$ cat src/hw/rtl/dvd_pkg.sv
package dvd_pkg;

   localparam int FIELD_WIDTH        = 64;
   localparam int DATA_WIDTH_DEFAULT = 64;

   typedef struct packed {
      logic quo_neg;
      logic rem_neg;
      logic div_zero;
   } dvd_flags_type;

endpackage

$ cat src/hw/rtl/dvd_stage.sv
module dvd_stage import dvd_pkg::*; #(
   parameter int DATA_WIDTH = DATA_WIDTH_DEFAULT
) (
   input  logic                  clock,
   input  logic                  reset,
   input  logic                  in_valid,
   output logic                  in_ready,
   input  logic [DATA_WIDTH-1:0] in_rem,
   input  logic [DATA_WIDTH-1:0] in_nq,
   input  logic [DATA_WIDTH-1:0] in_den,
   input  dvd_flags_type         in_flags,
   output logic                  out_valid,
   input  logic                  out_ready,
   output logic [DATA_WIDTH-1:0] out_rem,
   output logic [DATA_WIDTH-1:0] out_nq,
   output logic [DATA_WIDTH-1:0] out_den,
   output dvd_flags_type         out_flags
);

   logic                  valid_ff;
   logic [DATA_WIDTH-1:0] rem_ff, rem_in;
   logic [DATA_WIDTH-1:0] nq_ff, nq_in;
   logic [DATA_WIDTH-1:0] den_ff;
   dvd_flags_type         flags_ff;
   logic [DATA_WIDTH:0]   trial, diff;

   assign in_ready = !valid_ff || out_ready;

   // one restoring step: quotient bits shift in where numerator bits leave
   always_comb begin
      trial = {in_rem, in_nq[DATA_WIDTH-1]};
      diff  = trial - {1'b0, in_den};
      if (!diff[DATA_WIDTH]) begin
         rem_in = diff[DATA_WIDTH-1:0];
         nq_in  = {in_nq[DATA_WIDTH-2:0], 1'b1};
      end else begin
         rem_in = trial[DATA_WIDTH-1:0];
         nq_in  = {in_nq[DATA_WIDTH-2:0], 1'b0};
      end
   end

   always_ff @(posedge clock) begin
      if (reset) begin
         valid_ff <= 1'b0;
      end else if (in_ready) begin
         valid_ff <= in_valid;
      end
   end

   always_ff @(posedge clock) begin
      if (in_ready && in_valid) begin
         rem_ff   <= rem_in;
         nq_ff    <= nq_in;
         den_ff   <= in_den;
         flags_ff <= in_flags;
      end
   end

   assign out_valid = valid_ff;
   assign out_rem   = rem_ff;
   assign out_nq    = nq_ff;
   assign out_den   = den_ff;
   assign out_flags = flags_ff;

endmodule

$ cat config.mk
export PLATFORM = sky130hd
export DESIGN_NAME = dvd_stage
export DESIGN_NICKNAME = d
export VERILOG_FILES = /design/src/hw/rtl/dvd_pkg.sv /design/src/hw/rtl/dvd_stage.sv
export SDC_FILE = /design/constraint.sdc
export NUM_CORES = 1
export LEC_CHECK = 0
export ABC_CLOCK_PERIOD_IN_PS = 6700
export BUFFER_PORTS_ARGS = -buffer_cell sky130_fd_sc_hd__buf_2
export CAP_MARGIN = 20
export CORE_MARGIN = 3
export CORE_UTILIZATION = 47
export CTS_BUF_LIST = sky130_fd_sc_hd__clkbuf_4
export CTS_CLUSTER_SIZE = 8
export DETAILED_ROUTE_END_ITERATION = 7
export GPL_ROUTABILITY_DRIVEN = 1
export PLACE_DENSITY_LB_ADDON = 0.12
export SLEW_MARGIN = 20
export SYNTH_ARGS = -nofsm -noshare
export SYNTH_HDL_FRONTEND = slang
export SYNTH_SLANG_ARGS = --single-unit
$ cat constraint.sdc
create_clock -name clock -period 6.7 [get_ports clock]
set_clock_uncertainty 0.05 [all_clocks]
set_input_delay 1.675 -clock clock [delete_from_list [all_inputs] [get_ports clock]]
set_output_delay 1.675 -clock clock [all_outputs]
set_load 0.1 [all_outputs]
Word-level counts from Yosys, hierarchy flattened
Index checks and enable logic that the tools add are counted.

Output and inout port bits: 197. Bits in registers: 196. Word-level logic and storage cells: 13. Memory bits (writable): 0. Latch bits: 0. Memories kept: 0. Memory bits (read-only): 0.

Reduce and logical (&&, ||, !) cells: 3. Shift operators: 0. Divide/modulo/power cells: 0. Bitwise gates (word level): 0. $lt $le $gt $ge: 0. Eq/ne operators: 0. Add/subtract/negate cells: 1. Multiplexer cells: 2. $mul: 0.

Operators with widths (count): $sub A65 B64 Y65 (1); $mux W64 (1); $logic_and A1 B1 Y1 (1); $logic_not A1 Y1 (1); $logic_or A1 B1 Y1 (1); $mux W1 (1).

Longest topological paths before layout
Depth in word-level cells: 3. Depth in mapped cells: 15. Gate-level depth less buffers: 14.

Worst setup path before layout
Ideal clock, no wire load.

Path type: input to register. Start: input port out_ready. End: register den_ff[0] (netlist: out_den[0]) (enable). Data arrival time: 7.025 ns. Required time: 6.072 ns. Cell stages on the path: 2. Path buffers: 0. Path slack: -0.952 ns. Path through: nand2b_1 -> and2_1.

Cells in the longest elaborated chain, start to end: 2.

RTL lines: start, declared (RTL line dvd_stage.sv:13) `input logic out_ready,`; $logic_or A1 B1 Y1 (RTL line dvd_stage.sv:27) `assign in_ready = !valid_ff || out_ready;`; $logic_and A1 B1 Y1 (RTL line dvd_stage.sv:51) `if (in_ready && in_valid) begin`; end signal, assigned (RTL line dvd_stage.sv:54) `den_ff <= in_den;`; end, declared (RTL line dvd_stage.sv:23) `logic [DATA_WIDTH-1:0] den_ff;`.

Every way passes these cells. A chain may end at the register's enable or synchronous reset.

Worst setup path in the final report
Start: input port in_nq[63]. End: register rem_ff[19] (netlist: out_rem[19]), data pin.

Cells in the longest elaborated chain, start to end: 2.

RTL lines: start, declared (RTL line dvd_stage.sv:9) `input logic [DATA_WIDTH-1:0] in_nq,`; $sub A65 B64 Y65 (RTL line dvd_stage.sv:32) `diff = trial - {1'b0, in_den};`; $mux W64 (RTL line dvd_stage.sv:33) `if (!diff[DATA_WIDTH]) begin`; net rem_in[19] (RTL line dvd_stage.sv:21) `logic [DATA_WIDTH-1:0] rem_ff, rem_in;`; end signal, assigned (RTL line dvd_stage.sv:52) `rem_ff <= rem_in;`; end, declared (RTL line dvd_stage.sv:21).

The timed path passes the listed nets, and every way through them passes these cells.

==> metrics.cfg <==
[yosys]
syn-num-nets = 1180
synth.area.top_cells = edfxtp_1 53%, mux2_4 8.0%, ha_1 7.2%
netlist_area_sq_um = 11000
syn_avg_cell_area_sq_um = 12.1
async_reset_ff_share_pct = 0
synth_warnings = 0
post-synth-top-count-cell = edfxtp_1
synth_top_area_share_pct = 53.0
synthFlopType = edfxtp_1
ys_seq_elements = 196
synth_commonest_cells = 195 x edfxtp_1, 82 x inv_1, 80 x a21oi_1, 64 x ha_1, 59 x mux2_4
yosys.area.top_type = edfxtp_1
synthCells = 916
synth_edf_count = 195
synth_cell_type_count = 60
synth-seq-area-share_pct = 53.2

[setup_path]
crit_buf_inv = 4
setup.worst_path.end = out_rem[19]
worst-path-stages = 16
rr_worst_depth = 4
rr_startpoint = out_valid
critPathRequiredTime_ns = 7.00
cp-end-kind = flop
cp.arrival_ns = 5.49
cp_slowest_cell = inv_4
critPathMaxStageDelay_ns = 0.60
path_max_fanout = 43
critPathKind = in -> reg
critPathTopFamily = compound AO/OA/AOI/OAI gates
timing.reg2reg.setup_slack_ns = 4.29
cp-start-kind = input pin
critPathLaunch = in_nq[63]
path_cells = buf_2, inv_1, ha_1, fa_1, nor2b_1, o211ai_1, a31o_2, o21ai_1, a41oi_2, a21o_1, a21oi_2, o21ba_2, nor3_4, inv_4, buf_4, mux2_4
r2r_end = out_rem[20]

[floorplan]
die_w_microns = 159
placeableCoreArea_sq_um = 22800
rows = 55
io_pins = 396
die_y_microns = 159
dieArea_sq_um = 25400
initial_utilization_pct = 48.4

[cts]
clockBufferDepth = 2
cts.repair.resized = 0
postCtsHoldBufs = 0
cts-htree-levels = 4
path_clk_slew_ns = 0.20
cts_setup_buffers = 0
cts_root_buf = clkbuf_4
worstSkewPairLatency_ns = 0.60
cts_num_sinks = 196
cts_buffers = 17
cts_tree = done

[flow_run]
cap_viol_max_count = 0

[pwr]
p_per_area_nw_per_um2 = 277
p_leak_nw = 6.20
p_total_mw = 3.77
ir_drop_mv = 0.132

[timing]
tightest_slew_ns = 0.792
hold_violations = 0
setup_viol = 0
fmax_mhz = 192
slew_viol_final = 0
tns_ns = 0
setup_slack_ns = 1.50
post-route-period-util_pct = 77.6
fin_crit_ns = 5.20
rsz0062_at_grt = false
whs_ns = 0.585
relSlewSlack_pct = 47.2

[global_route]
grt_max_degree = 107
antenna_found_initial = 4
grt_overflow_total = 0
grt_pass1_vias = 8725
track_usage_pct = 24.2
grt_pass1_wl_microns = 48600

[finish]
nets = 1559
layout.cells.non_filler = 1623
drive_gt1_share_pct = 38.6
final_util_pct = 59.7
syn2layout_area_growth_pct = 23.4
fin_area_sq_um = 13600

[route]
vias = 8649
routed_wl_microns = 31300
firstDrtPassIters = 5
remaining_drc_errors = 0
avgRoutedWirePerCell_microns = 19.3
ant_nets = 0
dr.first_iter.drc_count = 565
avgViaCountPerCell = 5.33

[run_status]
status = complete, no violations

[placement]
post-dp-hpwl_microns = 25000
dpl_cell_area_sq_um = 13300
place.gp.congestion = 0.877
post-place-ws_ns = 0.876
port_buffers = 395
placed_cells = 1588

[worst_hold_path]
hold_path.class = reg -> reg

==> where the power goes <==
group	switching (mW)	internal (mW)	total (mW)
Sequential	0.0243	1.48	1.51
Clock	0.502	0.223	0.725
Combinational	1.14	0.399	1.54
Total	1.67	2.11	3.77
==> cell type report <==
class                           count  area (sq um)
Fill cell                        1982          9220
Sequential cell                   196          5880
Multi-Input combinational cell    598          4660
Timing Repair Buffer              399          2040
Tap cell                          313           392
Inverter                           83           314
Clock inverter                     15           218
Clock buffer                       17           128
Antenna cell                        2          5.00
==> kinds of logic after synthesis <==
family	synth area share, %
adders and majority gates	7.43
xor gates and xnor gates	4.76
AOI/OAI and AO/OA	13.5
and+or+nand+nor	7.86
DFF	53.2
muxes	8.59
buffers and inverters	4.67
==> state kept, by name, summed over array words and instances, names as in the netlist <==
register / count
out_den: 64
out_flags: 3
out_rem: 64
out_nq: 64
out_valid: 1
==> worst register-to-register path: stages, from the launching register on <==
cell	delay (ns)
dfxtp_1	0.35
nand2b_1	0.17
and2_4	0.48
buf_16	0.33
buf_12	0.43
==> cells in the final DEF (no fill, tap or decap), drive strengths merged, types with 26 or more instances in the layout <==
master / instances
a21o: 31
a21oi: 81
buf: 399
edfxtp: 195
ha: 64
inv: 91
mux2: 62
nand2: 55
nor2: 29
o21ai: 42
xnor2: 34
xor2: 26
==> routing by layer <==
metal  vias up  share of wire, %  track usage, %
met3        35               7.4            6.53
met2       334                50            42.8
met5         -              0.12               0
li1       4178                 -               -
met4         6               1.7            5.85
met1      4096                40            29.5
==> how the worst min path moves through the flow <==
stage / startpoint / endpoint / slack, ns / cells past startpoint
6_report: out_valid / out_valid / 0.58 / 2
3_3_place_gp: out_valid / out_valid / 0.53 / 2
3_5_place_dp: out_valid / out_valid / 0.57 / 2
4_1_cts: out_valid / out_valid / 0.59 / 2
5_1_grt: out_valid / out_valid / 0.60 / 2
2_1_floorplan: out_valid / out_valid / 1.68 / 2
No activity file was read; power rests on OpenSTA's default activity.
