[src/hw/rtl/dvd_pkg.sv]
package dvd_pkg;

   localparam int FIELD_WIDTH        = 64;
   localparam int DATA_WIDTH_DEFAULT = 64;

   typedef struct packed {
      logic quo_neg;
      logic rem_neg;
      logic div_zero;
   } dvd_flags_type;

endpackage

[src/hw/rtl/dvd_post.sv]
module dvd_post import dvd_pkg::*; #(
   parameter int DATA_WIDTH = DATA_WIDTH_DEFAULT
) (
   input  logic                   clock,
   input  logic                   reset,
   input  logic                   in_valid,
   output logic                   in_ready,
   input  logic [DATA_WIDTH-1:0]  in_rem,
   input  logic [DATA_WIDTH-1:0]  in_nq,
   input  dvd_flags_type          in_flags,
   output logic                   out_valid,
   input  logic                   out_ready,
   output logic [FIELD_WIDTH-1:0] out_quo,
   output logic [FIELD_WIDTH-1:0] out_rem,
   output logic                   out_dz
);

   logic                  valid_ff;
   logic [DATA_WIDTH-1:0] quo_ff, quo_in;
   logic [DATA_WIDTH-1:0] rem_ff, rem_in;
   logic                  dz_ff;

   assign in_ready = !valid_ff || out_ready;

   always_comb begin
      quo_in = in_flags.quo_neg ? ('0 - in_nq)  : in_nq;
      rem_in = in_flags.rem_neg ? ('0 - in_rem) : in_rem;
   end

   always_ff @(posedge clock) begin
      if (reset) begin
         valid_ff <= 1'b0;
      end else if (in_ready) begin
         valid_ff <= in_valid;
      end
   end

   always_ff @(posedge clock) begin
      if (in_ready && in_valid) begin
         quo_ff <= quo_in;
         rem_ff <= rem_in;
         dz_ff  <= in_flags.div_zero;
      end
   end

   assign out_valid = valid_ff;
   assign out_quo   = FIELD_WIDTH'(quo_ff);
   assign out_rem   = FIELD_WIDTH'(rem_ff);
   assign out_dz    = dz_ff;

endmodule

[config.mk]
export PLATFORM = sky130hd
export DESIGN_NAME = dvd_post
export DESIGN_NICKNAME = d
export VERILOG_FILES = /design/src/hw/rtl/dvd_pkg.sv /design/src/hw/rtl/dvd_post.sv
export SDC_FILE = /design/constraint.sdc
export NUM_CORES = 1
export LEC_CHECK = 0
export BUFFER_PORTS_ARGS = -buffer_cell sky130_fd_sc_hd__buf_2
export CAP_MARGIN = 30
export CELL_PAD_IN_SITES_DETAIL_PLACEMENT = 1
export CELL_PAD_IN_SITES_GLOBAL_PLACEMENT = 1
export CORE_ASPECT_RATIO = 0.75
export CORE_UTILIZATION = 38
export DETAILED_ROUTE_END_ITERATION = 10
export HOLD_SLACK_MARGIN = 0.03
export PLACE_DENSITY = 0.83
export SLEW_MARGIN = 15
export SYNTH_ARGS = -nofsm -noshare
export SYNTH_HDL_FRONTEND = slang
export SYNTH_SLANG_ARGS = --single-unit
[constraint.sdc]
create_clock -name clock -period 5.75 [get_ports clock]
set_clock_uncertainty 0.05 [all_clocks]
set_input_delay 1.15 -clock clock [delete_from_list [all_inputs] [get_ports clock]]
set_output_delay 1.15 -clock clock [all_outputs]
set_load 0.05 [all_outputs]
# ---- Yosys cells after proc, flatten, opt, wreduce, memory -nomap -nowiden
# Cells that the tools add are included.
dict set report word_totals {
  in_bits 135
  reg_bits 130
  elab_cells 11
  output_inout_bits 131
}
dict set report op_classes {
  addsub 2
  n_mux 2
  reduce_logical 3
}
# cell n
set ops {}
lappend ops {{$mux 64} 2}
lappend ops {{$sub 1x64->64 const A} 2}
lappend ops {{$logic_and 1x1->1} 1}
lappend ops {{$logic_not 1->1} 1}
lappend ops {{$logic_or 1x1->1} 1}

# ---- Longest topological paths before layout
# Gate-level depths: netlist of run 1.
dict set report logic_depth {
  ltp_word 3
  depth_mapped 7
  mapped_depth_nobuf 7
}

# ---- Worst setup path before layout of run 1
# Ideal clock, no wire load.
dict set report synth_path {
  kind {input -> register}
  from {in out_ready}
  to {reg dz_ff (netlist: out_dz) (enable)}
  required_ns 5.197
  setup_ns 0.503
  path_stages 2
  path_slack_ns 0.546
  arrival_time_ns 4.652
  n_path_buf 0
  path_cell_list {nand2b_1 -> and2_1}
}
dict set report synth_between {
  elab_chain_len 2
}
# element line_no
set synth_lines {}
lappend synth_lines {{start, declared} dvd_post.sv:12} ;# input logic out_ready,
lappend synth_lines {{$logic_or 1x1->1} dvd_post.sv:23} ;# assign in_ready = !valid_ff || out_ready;
lappend synth_lines {{$logic_and 1x1->1} dvd_post.sv:39} ;# if (in_ready && in_valid) begin
lappend synth_lines {{end signal, assigned} dvd_post.sv:42} ;# dz_ff <= in_flags.div_zero;
lappend synth_lines {{end, declared} dvd_post.sv:21} ;# logic dz_ff;
# No other way between the ends.
# A chain may end at the register's enable or synchronous reset.

# ---- Worst setup path after layout of run 1
dict set report layout_path {
  from {in in_rem[23]}
  to {reg rem_ff[47] (netlist: out_rem[47]), data pin}
}
dict set report layout_between {
  elab_chain_len 2
}
# element line_no
set layout_lines {}
lappend layout_lines {{start, declared} dvd_post.sv:8} ;# input logic [DATA_WIDTH-1:0] in_rem,
lappend layout_lines {{$sub 1x64->64} dvd_post.sv:27} ;# rem_in = in_flags.rem_neg ? ('0 - in_rem) : in_rem;
lappend layout_lines {{$mux 64} dvd_post.sv:27}
lappend layout_lines {{net rem_in[47]} dvd_post.sv:20} ;# logic [DATA_WIDTH-1:0] rem_ff, rem_in;
lappend layout_lines {{end signal, assigned} dvd_post.sv:41} ;# rem_ff <= rem_in;
lappend layout_lines {{end, declared} dvd_post.sv:20}
# The timed path passes the listed nets, and every way through them passes these cells.

==> results_dict.tcl, run 1 <==
set metrics [dict create \
    final_util 0.513 \
    max_freq_ghz 0.283 \
    path_class "primary input to flip-flop" \
    grt_usage 0.233 \
    instances_no_fill 1078 \
    leakagePower_nw 3.29 \
    drc_errors 0 \
    start_util 0.392 \
    tightest_slew_ns 0.884 \
    hold_viol 0 \
    io_buffers 265 \
    outcome "finished clean" \
    yosysSeqAreaShare 0.560 \
    period_share 0.614 \
    die_h_um 119 \
    core-area_um2 17800 \
    cts_hold_buf 0 \
    synthesis.area_um2 6960 \
    grt_max_degree 68 \
    worstPathCellList "buf_2 > or4_1 > nor3_1 > nand4_1 > o41ai_1 > xnor2_1" \
    async_flop_share 0 \
    synth.distinct_cells 41 \
    first_global_vias 5772 \
    syn_nets 698 \
    syn_area_per_cell_um2 12.4 \
    wl_per_cell_um 20.2 \
    synthCells 561 \
    cts_num_sinks 130 \
    yosysWarningCount 0 \
    crit_family "simple AND/OR/NAND/NOR gates" \
    synth_edf_count 129 \
    hold_path_class "flip-flop to flip-flop" \
    drv_cap 0 \
    cts_tree "done" \
    post_cts_resized 0 \
    layout_min_cycle_time_ns 3.53 \
    grt_pass1_wl_um 33100 \
    crit_fanout 13 \
    ir_drop_v 0.000196 \
    start_kind "primary input" \
    cts-root-buf "clkbuf_16" \
    drive_gt1_frac 0.388 \
    slew_viol_final 0 \
    pin_count 266 \
    place_hpwl_um 16400 \
    setup_ws_ns 2.22 \
    arrival_ns 3.62 \
    finalPower_w 0.00279 \
    layout_common_cells "buf_2, edfxtp_1, xnor2_1" \
    setup_viol 0 \
    rows 42 \
    synth-seq-cells 130 \
    grt-ovfl-total 0 \
    slowest_delay_ns 0.65 \
    cts_setup_buffers 0 \
    rsz0062_at_grt "no" \
    clk_pin_slew_worst_paths_ns 0.05 \
    setup_tns_ns 0 \
    cp_slowest_cell "or4_1" \
    cts_buffers 17 \
    crit_buf_inv 1 \
    avgViaCountPerCell 5.42 \
    ys.flop_type "edfxtp_1" \
    dieArea_um2 18900 \
    htree_levels 4 \
    cp-end-kind "flip-flop" \
    numPlacedInstances 1045 \
    num_vias 5842 \
    final_common_cell "buf_2" \
    area_delta_synth_final_pct 30.9 \
    cp.required_ns 5.84 \
    power_density_nw_per_um2 307 \
    routed_wl_um 21800 \
    grt_antenna_before_repair 1 \
    max_slew_margin 0.411 \
    routabilityCongestion 0.878 \
    fp.dieW_um 158 \
    nets 959 \
    pre_cts_ws_ns 1.82 \
    drt_iter0_drc 368 \
    clockBufferDepth 2 \
    clock_latency_ns 0.40 \
    final_antenna_net_count 0 \
    dr.pass1.iters 5 \
]
## power breakdown
| group | switching (W) | total [W] | internal (W) |
|---|---|---|---|
| clock | 0.000425 | 0.00102 | 0.000592 |
| sequential | 0.0000197 | 0.00116 | 0.00114 |
| combinational | 0.000448 | 0.000613 | 0.000165 |
| total | 0.000893 | 0.00279 | 0.00190 |
## per-layer routing
layer / global-route usage / part of all wire
met4: 0.0901 / 0.024
met1: 0.324 / 0.45
met5: 0 / 0
met3: 0.0408 / 0.052
met2: 0.362 / 0.47
## cells by family after synthesis
group,share of synthesized area
xor gates and xnor gates,0.156
adders and majority gates,0.00360
and+or+nand+nor,0.140
buffers and inverters,0.0219
DFF,0.560
AOI/OAI and AO/OA,0.119
## area by class of cell
type | instances | area (µm²)
inverters | 7 | 26.3
well taps | 242 | 303
fillers | 2027 | 8650
clock buffers | 18 | 429
flip-flops and latches | 130 | 3890
clock inverters | 14 | 116
multi-input cells | 394 | 2910
diodes | 1 | 2.50
repair buffers | 272 | 1420
## flip-flops by register name, indices dropped and copies added, names as in the netlist
signal / cells
out_rem: 64
out_dz: 1
out_valid: 1
out_quo: 64
## Yosys cell counts, types with 2 or more instances
| library cell | count | area (µm²) |
|---|---|---|
| clkbuf_1 | 23 | 86.3 |
| nand4_1 | 10 | 62.6 |
| o41ai_2 | 4 | 65.1 |
| or3_1 | 32 | 200 |
| a31oi_1 | 3 | 18.8 |
| nand3b_1 | 2 | 15.0 |
| nand3_1 | 9 | 45.0 |
| or4_4 | 2 | 22.5 |
| edfxtp_1 | 129 | 3870 |
| nand2b_1 | 6 | 37.5 |
| nor4_2 | 2 | 25.0 |
| nand2_1 | 33 | 124 |
| or2_2 | 4 | 25.0 |
| ha_1 | 2 | 25.0 |
| xnor2_1 | 120 | 1050 |
| o21ai_0 | 27 | 135 |
| xor2_1 | 4 | 35.0 |
| or4_1 | 18 | 135 |
| nor2_1 | 12 | 45.0 |
| buf_2 | 4 | 20.0 |
| o41ai_1 | 29 | 254 |
| o31ai_2 | 3 | 37.5 |
| nor4_4 | 2 | 42.5 |
| o31ai_1 | 40 | 300 |
| nor3_1 | 12 | 60.1 |
| nor4_1 | 8 | 50.1 |
| inv_1 | 7 | 26.3 |
## tightest hold or removal path, stage by stage (launching register included)
cell and delay [ns]:
dfxtp_1 0.30, nand2b_1 0.11, a21oi_1 0.08
## stage by stage
step	cell area, µm²	hold WS, ns
after global routing	9110	0.524
after detailed placement	8560	0.479
after global placement	8510	0.454
after floorplan	6960	1.06
final	9110	0.478
after CTS	9110	0.490
## final timing paths
| check | slack [ns] | startpoint | endpoint | depth (start not counted) |
|---|---|---|---|---|
| min reg2reg | 0.48 | out_valid$_SDFFE_PP0N_ | out_valid$_SDFFE_PP0N_ | 2 |
| max | 2.22 | in_rem[23] | out_rem[47]$_DFFE_PP_ | 6 |
| min | 0.48 | out_valid$_SDFFE_PP0N_ | out_valid$_SDFFE_PP0N_ | 2 |
| max reg2reg | 3.76 | out_valid$_SDFFE_PP0N_ | out_rem[51]$_DFFE_PP_ | 3 |
(Power assumes the default switching activity.)
==> inputs of run 2 (changes only) <==
==> constraint.sdc (replaced) <==
create_clock -name clock -period 3.5 [get_ports clock]
set_clock_uncertainty 0.05 [all_clocks]
set_input_delay 0.7 -clock clock [delete_from_list [all_inputs] [get_ports clock]]
set_output_delay 0.7 -clock clock [all_outputs]
set_load 0.05 [all_outputs]
==> results_dict.tcl, run 2 (same netlist as run 1, synthesis figures left out) <==
set metrics [dict create \
    io_buffers 265 \
    clockBufferDepth 2 \
    start_util 0.392 \
    slew_viol_final 0 \
    crit_fanout 17 \
    postLayoutCellArea_um2 9130 \
    grt_pass1_wl_um 33500 \
    die_h_um 119 \
    max_freq_ghz 0.352 \
    max_slew_margin 0.528 \
    tightest_slew_ns 0.708 \
    grt_max_degree 130 \
    routed_wl_um 21900 \
    clock_latency_ns 0.40 \
    num_vias 5924 \
    grt-ovfl-total 0 \
    dpl_cell_area_um2 8610 \
    cts-root-buf "clkbuf_16" \
    grt_usage 0.233 \
    outcome "finished clean" \
    nFillCells 1977 \
    cts_hold_buf 0 \
    routabilityCongestion 0.893 \
    cp.required_ns 3.59 \
    cts_num_sinks 130 \
    area_delta_synth_final_pct 31.2 \
    instances_no_fill 1088 \
    drt_iter0_drc 372 \
    setup_tns_ns 0 \
    dr.pass1.iters 5 \
    drv_cap 0 \
    grt_antenna_before_repair 0 \
    ir_drop_v 0.000230 \
    start_kind "primary input" \
    final_common_cell "buf_2" \
    wl_per_cell_um 20.2 \
    leakagePower_nw 3.33 \
    fp.dieW_um 158 \
    post_cts_resized 0 \
    htree_levels 4 \
    avgViaCountPerCell 5.44 \
    rows 42 \
    power_density_nw_per_um2 495 \
    drc_errors 0 \
    cts_buffers 17 \
    layout_min_cycle_time_ns 2.84 \
    drive_gt1_frac 0.394 \
    place_hpwl_um 16700 \
    hold_viol 0 \
    reg2reg_slack_ns 1.91 \
    rsz0062_at_grt "no" \
    cp-end-kind "flip-flop" \
    first_global_vias 5907 \
    clk_pin_slew_worst_paths_ns 0.05 \
    dieArea_um2 18900 \
    insertedDiodeCount 0 \
    nets 970 \
    setup_viol 0 \
    period_share 0.813 \
    core-area_um2 17800 \
    arrival_ns 2.93 \
    numPlacedInstances 1056 \
    layout_common_cells "buf_2, edfxtp_1, xnor2_1" \
    final_antenna_net_count 0 \
    path_class "primary input to flip-flop" \
    hold_path_class "primary input to flip-flop" \
    pin_count 266 \
    cts_setup_buffers 0 \
    cts_tree "done" \
]
[run 2: worst paths after layout]
path                            endpoint              startpoint  depth (start not counted)
setup / recovery   out_quo[59]$_DFFE_PP_               in_nq[20]                          7
hold / removal    out_valid$_SDFFE_PP0N_                   reset                          2
setup reg to reg   out_rem[51]$_DFFE_PP_  out_valid$_SDFFE_PP0N_                          3
hold reg to reg   out_valid$_SDFFE_PP0N_  out_valid$_SDFFE_PP0N_                          2
[run 2: metrics by stage]
step / setup slack (ns) / power (W) / hold slack, ns / utilization
global placement: 0.389 / 0.00294 / 0.453 / 0.485
CTS: 0.718 / 0.00456 / 0.387 / 0.514
detailed placement: 0.328 / 0.00296 / 0.479 / 0.485
global route: 0.509 / 0.00468 / 0.395 / 0.514
finish: 0.655 / 0.00452 / 0.405 / 0.514
floorplan: 0.148 / 0.00263 / 0.719 / -
[run 2: final cells by class]
class / count / area, µm² / share of cell area
Clock inverter: 13 / 87.6 / 0.00959
Clock buffer: 19 / 433 / 0.0474
Timing Repair Buffer: 283 / 1470 / 0.161
Tap cell: 242 / 303 / 0.0332
Multi-Input combinational cell: 394 / 2910 / 0.319
Inverter: 7 / 26.3 / 0.00288
Sequential cell: 130 / 3890 / 0.426
[run 2: where the power goes]
part	leakage, nW	switching (W)	total, W	internal, W
clock network	0.257	0.000685	0.00159	0.000904
logic	1.81	0.000741	0.00101	0.000272
registers	1.26	0.0000328	0.00191	0.00188
[run 2: layer usage]
metal	wire length, µm	GRT usage	up-vias	share of wire
met5	0	0	-	0
met4	486	0.0715	0	0.022
met3	1280	0.0495	40	0.058
met2	9890	0.352	252	0.45
met1	10300	0.333	2909	0.47
li1	-	-	2723	-
[run 2: critical path, stage by stage]
cell and delay (ns):
buf_2 0.12, or4_1 0.65, nor4_4 0.32, nand4_1 0.26, buf_4 0.29, o41ai_1 0.46
xnor2_1 0.13
