File: src/hw/rtl/dvd_pkg.sv
package dvd_pkg;

   localparam int FIELD_WIDTH        = 64;
   localparam int DATA_WIDTH_DEFAULT = 64;

   typedef struct packed {
      logic quo_neg;
      logic rem_neg;
      logic div_zero;
   } dvd_flags_type;

endpackage

File: src/hw/rtl/dvd_pre.sv
module dvd_pre import dvd_pkg::*; #(
   parameter int DATA_WIDTH = DATA_WIDTH_DEFAULT
) (
   input  logic                  clock,
   input  logic                  reset,
   input  logic                  in_valid,
   output logic                  in_ready,
   input  logic [DATA_WIDTH-1:0] in_num,
   input  logic [DATA_WIDTH-1:0] in_den,
   input  logic                  in_signed,
   output logic                  out_valid,
   input  logic                  out_ready,
   output logic [DATA_WIDTH-1:0] out_rem,
   output logic [DATA_WIDTH-1:0] out_nq,
   output logic [DATA_WIDTH-1:0] out_den,
   output dvd_flags_type         out_flags
);

   logic                  valid_ff;
   logic [DATA_WIDTH-1:0] nq_ff, nq_in;
   logic [DATA_WIDTH-1:0] den_ff, den_in;
   dvd_flags_type         flags_ff, flags_in;
   logic                  dz, sgn, n_neg, d_neg;

   assign in_ready = !valid_ff || out_ready;

   // zero divisor runs the raw numerator unsigned: the steps leave it as remainder
   always_comb begin
      dz     = (in_den == '0);
      sgn    = in_signed && !dz;
      n_neg  = sgn && in_num[DATA_WIDTH-1];
      d_neg  = sgn && in_den[DATA_WIDTH-1];
      nq_in  = n_neg ? ('0 - in_num) : in_num;
      den_in = d_neg ? ('0 - in_den) : in_den;
      flags_in.quo_neg  = n_neg ^ d_neg;
      flags_in.rem_neg  = n_neg;
      flags_in.div_zero = dz;
   end

   always_ff @(posedge clock) begin
      if (reset) begin
         valid_ff <= 1'b0;
      end else if (in_ready) begin
         valid_ff <= in_valid;
      end
   end

   always_ff @(posedge clock) begin
      if (in_ready && in_valid) begin
         nq_ff    <= nq_in;
         den_ff   <= den_in;
         flags_ff <= flags_in;
      end
   end

   assign out_valid = valid_ff;
   assign out_rem   = '0;
   assign out_nq    = nq_ff;
   assign out_den   = den_ff;
   assign out_flags = flags_ff;

endmodule

File: config.mk
export PLATFORM = sky130hd
export DESIGN_NAME = dvd_pre
export DESIGN_NICKNAME = d
export VERILOG_FILES = /design/src/hw/rtl/dvd_pkg.sv /design/src/hw/rtl/dvd_pre.sv
export SDC_FILE = /design/constraint.sdc
export NUM_CORES = 1
export LEC_CHECK = 0
export BUFFER_PORTS_ARGS = -buffer_cell sky130_fd_sc_hd__buf_2
export CAP_MARGIN = 20
export CORE_UTILIZATION = 43
export DETAILED_ROUTE_END_ITERATION = 16
export PLACE_DENSITY = 0.74
export SLEW_MARGIN = 10
export SYNTH_ARGS = -nofsm -noshare
export SYNTH_HDL_FRONTEND = slang
export SYNTH_SLANG_ARGS = --single-unit
File: constraint.sdc
create_clock -name clock -period 3.8 [get_ports clock]
set_input_delay 0.38 -clock clock [delete_from_list [all_inputs] [get_ports clock]]
set_output_delay 0.38 -clock clock [all_outputs]
set_load 0.01 [all_outputs]
Word-level counts from Yosys, hierarchy flattened

Index checks and enable logic that the tools add are counted.

Flip-flop bits (word level): 132
Bits of input ports: 133
Output and inout port bits: 197

Add/sub/neg operators: 2
Multiplexer cells: 2
Bitwise operators: 1
Reduce and logical (&&, ||, !) cells: 8

Operator list:

| cell                                                                | count |
|---|---|
| 64-bit two-way mux                                                  | 2 |
| 1-bit by 64-bit subtractor with 64-bit output, first input constant | 2 |
| 64-bit logical NOT                                                  | 1 |
| 1-bit logical AND                                                   | 4 |
| 1-bit logical NOT                                                   | 2 |
| 1-bit logical OR                                                    | 1 |
| 1-bit XOR                                                           | 1 |

Logic depth before layout (Yosys ltp)

Gate-level depths: netlist of the first run.

Depth after elaboration: 5
Mapped depth: 10

Worst setup path before layout of the first run

OpenSTA, ideal clock, no wires.

Path type: input -> register
From: input out_ready
To: register den_ff[0], in the netlist out_den[0] (enable)
Setup time: 0.506 ns
Data arrival time: 3.607 ns
Path slack: -0.313 ns
Cell stages on the path: 2
Buffers on the path: 0
Cells stage by stage: nand2b_1 -> and2_1

Word-level cells in the longest chain between the ends: 2

RTL lines:

| item                 | line          | RTL |
|---|---|---|
| start, declared      | dvd_pre.sv:12 | `input logic out_ready,` |
| 1-bit logical OR     | dvd_pre.sv:25 | `assign in_ready = !valid_ff \|\| out_ready;` |
| 1-bit logical AND    | dvd_pre.sv:49 | `if (in_ready && in_valid) begin` |
| end signal, assigned | dvd_pre.sv:51 | `den_ff <= den_in;` |
| end, declared        | dvd_pre.sv:21 | `logic [DATA_WIDTH-1:0] den_ff, den_in;` |

Every way passes these cells.
A chain may end at the register's enable or synchronous reset.

Worst setup path in the final report of the first run

From: input in_den[34]
To: register nq_ff[46], in the netlist out_nq[46] (data pin)

Word-level cells in the longest chain between the ends: 5

RTL lines:

| item                 | line          | RTL |
|---|---|---|
| start, declared      | dvd_pre.sv:9  | `input logic [DATA_WIDTH-1:0] in_den,` |
| 64-bit logical NOT   | dvd_pre.sv:29 | `dz = (in_den == '0);` |
| 1-bit logical NOT    | dvd_pre.sv:30 | `sgn = in_signed && !dz;` |
| 1-bit logical AND    | dvd_pre.sv:30 |  |
| 1-bit logical AND    | dvd_pre.sv:31 | `n_neg = sgn && in_num[DATA_WIDTH-1];` |
| 64-bit two-way mux   | dvd_pre.sv:33 | `nq_in = n_neg ? ('0 - in_num) : in_num;` |
| named net nq_in[46]  | dvd_pre.sv:20 | `logic [DATA_WIDTH-1:0] nq_ff, nq_in;` |
| end signal, assigned | dvd_pre.sv:50 | `nq_ff <= nq_in;` |
| end, declared        | dvd_pre.sv:20 |  |

The timed path passes the listed nets, and every way through them passes these cells.

==> run summary, run 1 <==
Status = complete, no violations
FF+latch count, synth = 132
FFs w/ async S/R, synth = 0
Commonest cells in the netlist = edfxtp_1 (131), xnor2_1 (79), buf_4 (64)
Most used DFF post-synth = edfxtp_1
Design Power = 3.86 mW
FMAX = 0.355 GHz
H-tree depth = 4
Area occupied by multi-input gates = 2940 um2
Setup crit end kind = register
Required @ worst endpoint = 3.96 ns
Worst Hold Class = input port to register
IO buf count = 265
Final Hold Fails = 0
# Max-Cap Violations = 0
Initial core utilization = 0.440
RSZ-0062 raised after global routing = no
Synth Instances = 624
First-pass GRT wire length = 28.2 mm
GRT Max-Usage Layer = met2
Top-count cell post-synth = edfxtp_1
Row cnt = 47
Post-route design area = 9180 um2
Hold WS = 0.117 ns
Pre-CTS setup slack = 0.533 ns
Setup TNS = 0 ns
Final Util = 0.553
Initial DRC Count = 315
Fin worst setup slack = 0.980 ns
CTS tree = done
Worst Path Max Fanout = 19
Chip width = 132 um
CTS buffer count = 17
Cell variety after synth = 48
Final #Nets = 1037
N_diodes = 0
Top post-synthesis cells by area = edfxtp_1 (54%), xnor2_1 (9.5%), buf_4 (6.6%)
Filler instances = 1517
Met1 Track Usage GR = 0.244
Peak VDD IR = 288 uV
Clk slew on worst S/H paths = 0.06 ns
Worst Tran Pin Value = 0.984 ns
DR DRC count = 0
Gpl congestion = 0.849
Die height = 132 um
Startpoint types = input port
Remaining Overflow, GRT = 0
Clk_skew = 0.00666 ns
Vias per cell = 4.97
Max Transition Viols Final = 0
Rel. slew slack = 0.343
Mapped Avg Cell Area = 11.7 um2
Num ports = 330
CTS max path bufs = 2
Final min period = 2.82 ns
Sequential cell area = 3950 um2
Die ar. = 17500 um2
Final setup violation count = 0
Layout cells sized above 1 = 0.349
Post-Layout Cell Count = 1135
Post-CTS setup buffers = 0
Drt pass-1 iters = 5
Final wirelength = 18.4 mm
Initial antenna violation count = 2
Layout area overhead = 25.9%
Detail Placement HPWL = 14.2 mm
Resized cells post-CTS = 0
Total track usage = 0.210
CTS root buffer = clkbuf_16
Synth warn = 0
GR Util met2 = 0.360
CTS hold repair buffers = 0
WP data arrival = 2.98 ns
Met3 usage = 0.0773
Vias in the first global route = 5416
CP Class = input port to register
Mapped cell area = 7290 um2
DP Cell Count = 1103
Pin count of the biggest net entering global routing = 59
Final period util = 0.742
Number of flops mapped to enable cells by yosys = 131
Worst-Skew Late Latency = 0.42 ns
Core area = 16600 um2
Post-synthesis sequential area ratio = 0.542
Power per Cell Area = 421 nW/um2
Vias = 5640
Static Leak = 3.71 nW
Largest area contributor in the netlist = edfxtp_1
Placed cell areas = 8650 um2
Top cell type's share of synthesized area = 0.539
Final ANT Viol Nets = 0
Clk sinks = 132
Routed len/inst = 16.2 um
-- routing by layer --
metal  up-vias  wire, um  share of wire
li1       2713         -              -
met1      2643      7100           0.39
met2       256      9170           0.50
met3        24      1820          0.099
met4         4       254          0.014
met5         -        22         0.0012
-- cells by family (layout without fill, tap and decap cells) --
kind of cell             Yosys count  in the layout  share of synthesized area
flip-flops                       132            132                      0.542
AND/OR/NAND/NOR                  166            166                      0.120
other                              1             64                   0.000514
XOR/XNOR                         122            122                      0.147
adder cells (fa/ha/maj)            2              2                    0.00343
AO/OA/AOI/OAI                    108            108                      0.100
buffers and inverters             93            321                     0.0871
-- path summary, 6_finish.rpt --
path / start / end / slack, ns / depth (start not counted)
worst max register to register: out_valid / out_den[40] / 1.98 / 3
worst max-delay path: in_den[34] / out_nq[46] / 0.98 / 8
worst min register to register: out_valid / out_valid / 0.52 / 2
worst min-delay path: reset / out_valid / 0.12 / 2
-- layout make-up --
| type | count | area share |
|---|---|---|
| clock buffer | 20 | 0.0476 |
| clock inverter | 12 | 0.00981 |
| inverter | 13 | 0.00559 |
| multi-input combinational | 462 | 0.321 |
| sequential | 132 | 0.431 |
| tap | 220 | 0.0300 |
| timing repair buffer | 276 | 0.156 |
-- placed cells by master (no fill, tap or decap), types with 8 or more instances in the layout --
cell type	synthesis	routed
nor2_1	35	35
buf_4	64	9
a21oi_1	27	27
inv_1	12	12
buf_2	1	265
or3_1	17	17
nand3_1	8	8
nor4_1	13	13
clkbuf_16	0	17
nor3_1	24	24
edfxtp_1	131	131
nand2_1	32	32
conb_1	1	64
xnor2_1	79	79
a31oi_1	11	11
o21ai_0	34	34
o31ai_1	17	17
xor2_1	43	43
-- critical path, stage by stage --
cell and delay [ns]:
buf_2 0.12, or4_4 0.56, or4_4 0.44, or4_4 0.54
o311ai_4 0.35, buf_4 0.32, a21oi_1 0.10, xor2_1 0.16
-- power breakdown --
part	switching, mW	internal (mW)
logic	0.351	0.234
clock network	0.606	0.886
registers	0.0285	1.76
-- sequential cells by signal, indices dropped and copies added, names as in the netlist --
name,cells
out_den,64
out_nq,64
out_flags,3
out_valid,1
No activity file was read; power rests on OpenSTA's default activity.
==> inputs of run 2 (changes only) <==
- CORE_AREA: unset -> 2 2 127 129
- CORE_UTILIZATION: 43 -> unset
- DIE_AREA: unset -> 0 0 129 131
- PLACE_DENSITY: 0.74 -> 0.77
- clock period: 3.8 -> 2.9 ns (I/O delays scaled with it)
==> run summary, run 2 (synthesized netlist as in run 1, its figures left out) <==
Status = complete, no violations
Startpoint types = input port
H-tree depth = 4 (unchanged)
Post-CTS setup buffers = 0 (unchanged)
Required @ worst endpoint = 3.06 ns (-0.90 ns)
Vias = 5647 (+0.12%)
Gpl congestion = 0.841 (-0.86%)
Worst Path Max Fanout = 10 (-9)
IO buf count = 265 (unchanged)
Critical path, cell by cell = buf_2, or4_4, or4_4, or4_4, o311ai_4, buf_4, a31oi_1, xor2_1
DP Cell Count = 1117 (+1.3%)
Power per Cell Area = 555 nW/um2 (+32%)
CTS root buffer = clkbuf_16
Final #Nets = 1055 (+1.7%)
Die height = 131 um (-0.93%)
Static Leak = 3.81 nW (+2.9%)
Chip width = 129 um (-2.4%)
Final min period = 2.59 ns
CP max-delay cell = or4_4
# Max-Cap Violations = 0 (unchanged)
Detail Placement HPWL = 14.7 mm (+3.3%)
Final Hold Fails = 0 (unchanged)
Peak VDD IR = 386 uV (+34%)
Initial antenna violation count = 0 (-2)
Num ports = 330 (unchanged)
Area occupied by multi-input gates = 2940 um2 (unchanged)
Die ar. = 16900 um2 (-3.4%)
Post-Layout Cell Count = 1145 (+0.88%)
CP Class = input port to register
Internal = 3.93 mW (+37%)
Resized cells post-CTS = 0 (unchanged)
Drt pass-1 iters = 4 (-1)
RSZ-0062 raised after global routing = no
WP data arrival = 2.75 ns (-0.23 ns)
Row cnt = 46 (-2.1%)
Core area = 15600 um2 (-5.9%)
Worst stage delay on the critical path = 0.52 ns (-0.04 ns)
Total track usage = 0.218 (+0.00783)
Layout area overhead = 28.2%
Worst Hold Class = input port to register
CP most frequent cell = or4_4
Design Power = 5.19 mW (+34%)
Commonest non-fill, non-tap cell in the layout = buf_2
Largest delay share family, worst path = simple AND/OR/NAND/NOR gates
CTS tree = done
Final setup violation count = 0 (unchanged)
CTS hold repair buffers = 0 (unchanged)
CTS max path bufs = 2 (unchanged)
CTS buffer count = 17 (unchanged)
Final period util = 0.894
Clk_skew = 0.00939 ns (+0.00273 ns)
Vias in the first global route = 5361 (-1.0%)
Vias per cell = 4.93 (-0.75%)
Buf/Inv on CP = 2 (unchanged)
Clock share of power = 0.398 (+0.012)
Sequential cell area = 3950 um2 (unchanged)
Initial core utilization = 0.468 (+0.0278)
Clk sinks = 132 (unchanged)
Flop pwr share = 0.451 (-0.011)
Worst Tran Pin Value = 0.653 ns (-0.330 ns)
Pin count of the biggest net entering global routing = 56 (-5.1%)
Filler instances = 1325 (-13%)
Max Transition Viols Final = 0 (unchanged)
Final wirelength = 18.7 mm (+1.7%)
Clk slew on worst S/H paths = 0.05 ns (about the same)
Rel. slew slack = 0.560 (+0.218)
Layout cells sized above 1 = 0.360 (+0.0109)
Final ANT Viol Nets = 0 (unchanged)
DR DRC count = 0 (unchanged)
Net Sw Power = 1.25 mW (+27%)
Most frequent cells in the layout = buf_2 (265), edfxtp_1 (131), xnor2_1 (79)
N_diodes = 0 (unchanged)
Worst-Skew Late Latency = 0.43 ns (about the same)
Sw frac = 0.242 (-0.0134)
Setup crit end kind = register
FMAX = 0.386 GHz
First-pass GRT wire length = 27.9 mm (-1.2%)
Routed len/inst = 16.3 um (+0.80%)
Comb power frac = 0.151 (about the same)
Remaining Overflow, GRT = 0 (unchanged)
Initial DRC Count = 298 (-5.4%)
-- run 2: worst reg2reg max path, delay by kind of cell, from the launching register on --
kind	cells	cell delay (ns)
buffers and inverters	1	0.35
and+or+nand+nor	2	0.61
DFF	1	0.31
-- run 2: power groups by stage --
stage,combinational [mW],clock (mW),sequential (mW)
after floorplan,0.380,0,2.47
after global placement,0.767,0,2.38
after detailed placement,0.782,0,2.38
after CTS,0.782,2.09,2.34
after global routing,0.858,2.17,2.36
final,0.782,2.07,2.34
-- run 2: area by class of cell --
class | count | area share
Inverter | 13 | 0.00549
Clock buffer | 19 | 0.0463
Multi-Input combinational cell | 462 | 0.315
Clock inverter | 9 | 0.0123
Tap cell | 216 | 0.0289
Timing Repair Buffer | 294 | 0.169
Sequential cell | 132 | 0.423
-- run 2: per-layer routing --
metal	vias up	part of all wire	GRT usage
li1	2742	-	-
met1	2603	0.37	0.233
met2	269	0.50	0.386
met3	33	0.11	0.0847
met4	0	0.021	0.0959
met5	-	0	0
-- run 2: worst paths after layout --
path                    from     endpoint  slack, ns  cells past startpoint
hold / removal         reset    out_valid       0.02                      2
setup reg to reg   out_valid  out_den[42]       1.25                      3
setup / recovery  in_den[34]   out_nq[27]       0.31                      8
hold reg to reg    out_valid    out_valid       0.53                      2
-- run 2: metrics by stage --
stage / setup TNS (ns) / util / hold slack, ns / worst slack [ns] / area, um2
5_1_grt: 0 / 0.599 / 0.0255 / 0.185 / 9350
4_1_cts: 0 / 0.599 / 0.00555 / 0.300 / 9350
3_3_place_gp: -3.47 / 0.564 / 0.447 / -0.117 / 8800
6_report: 0 / 0.599 / 0.0189 / 0.308 / 9350
2_1_floorplan: 0 / - / 0.359 / 0.0102 / 7530
3_5_place_dp: -5.59 / 0.564 / 0.452 / -0.138 / 8800
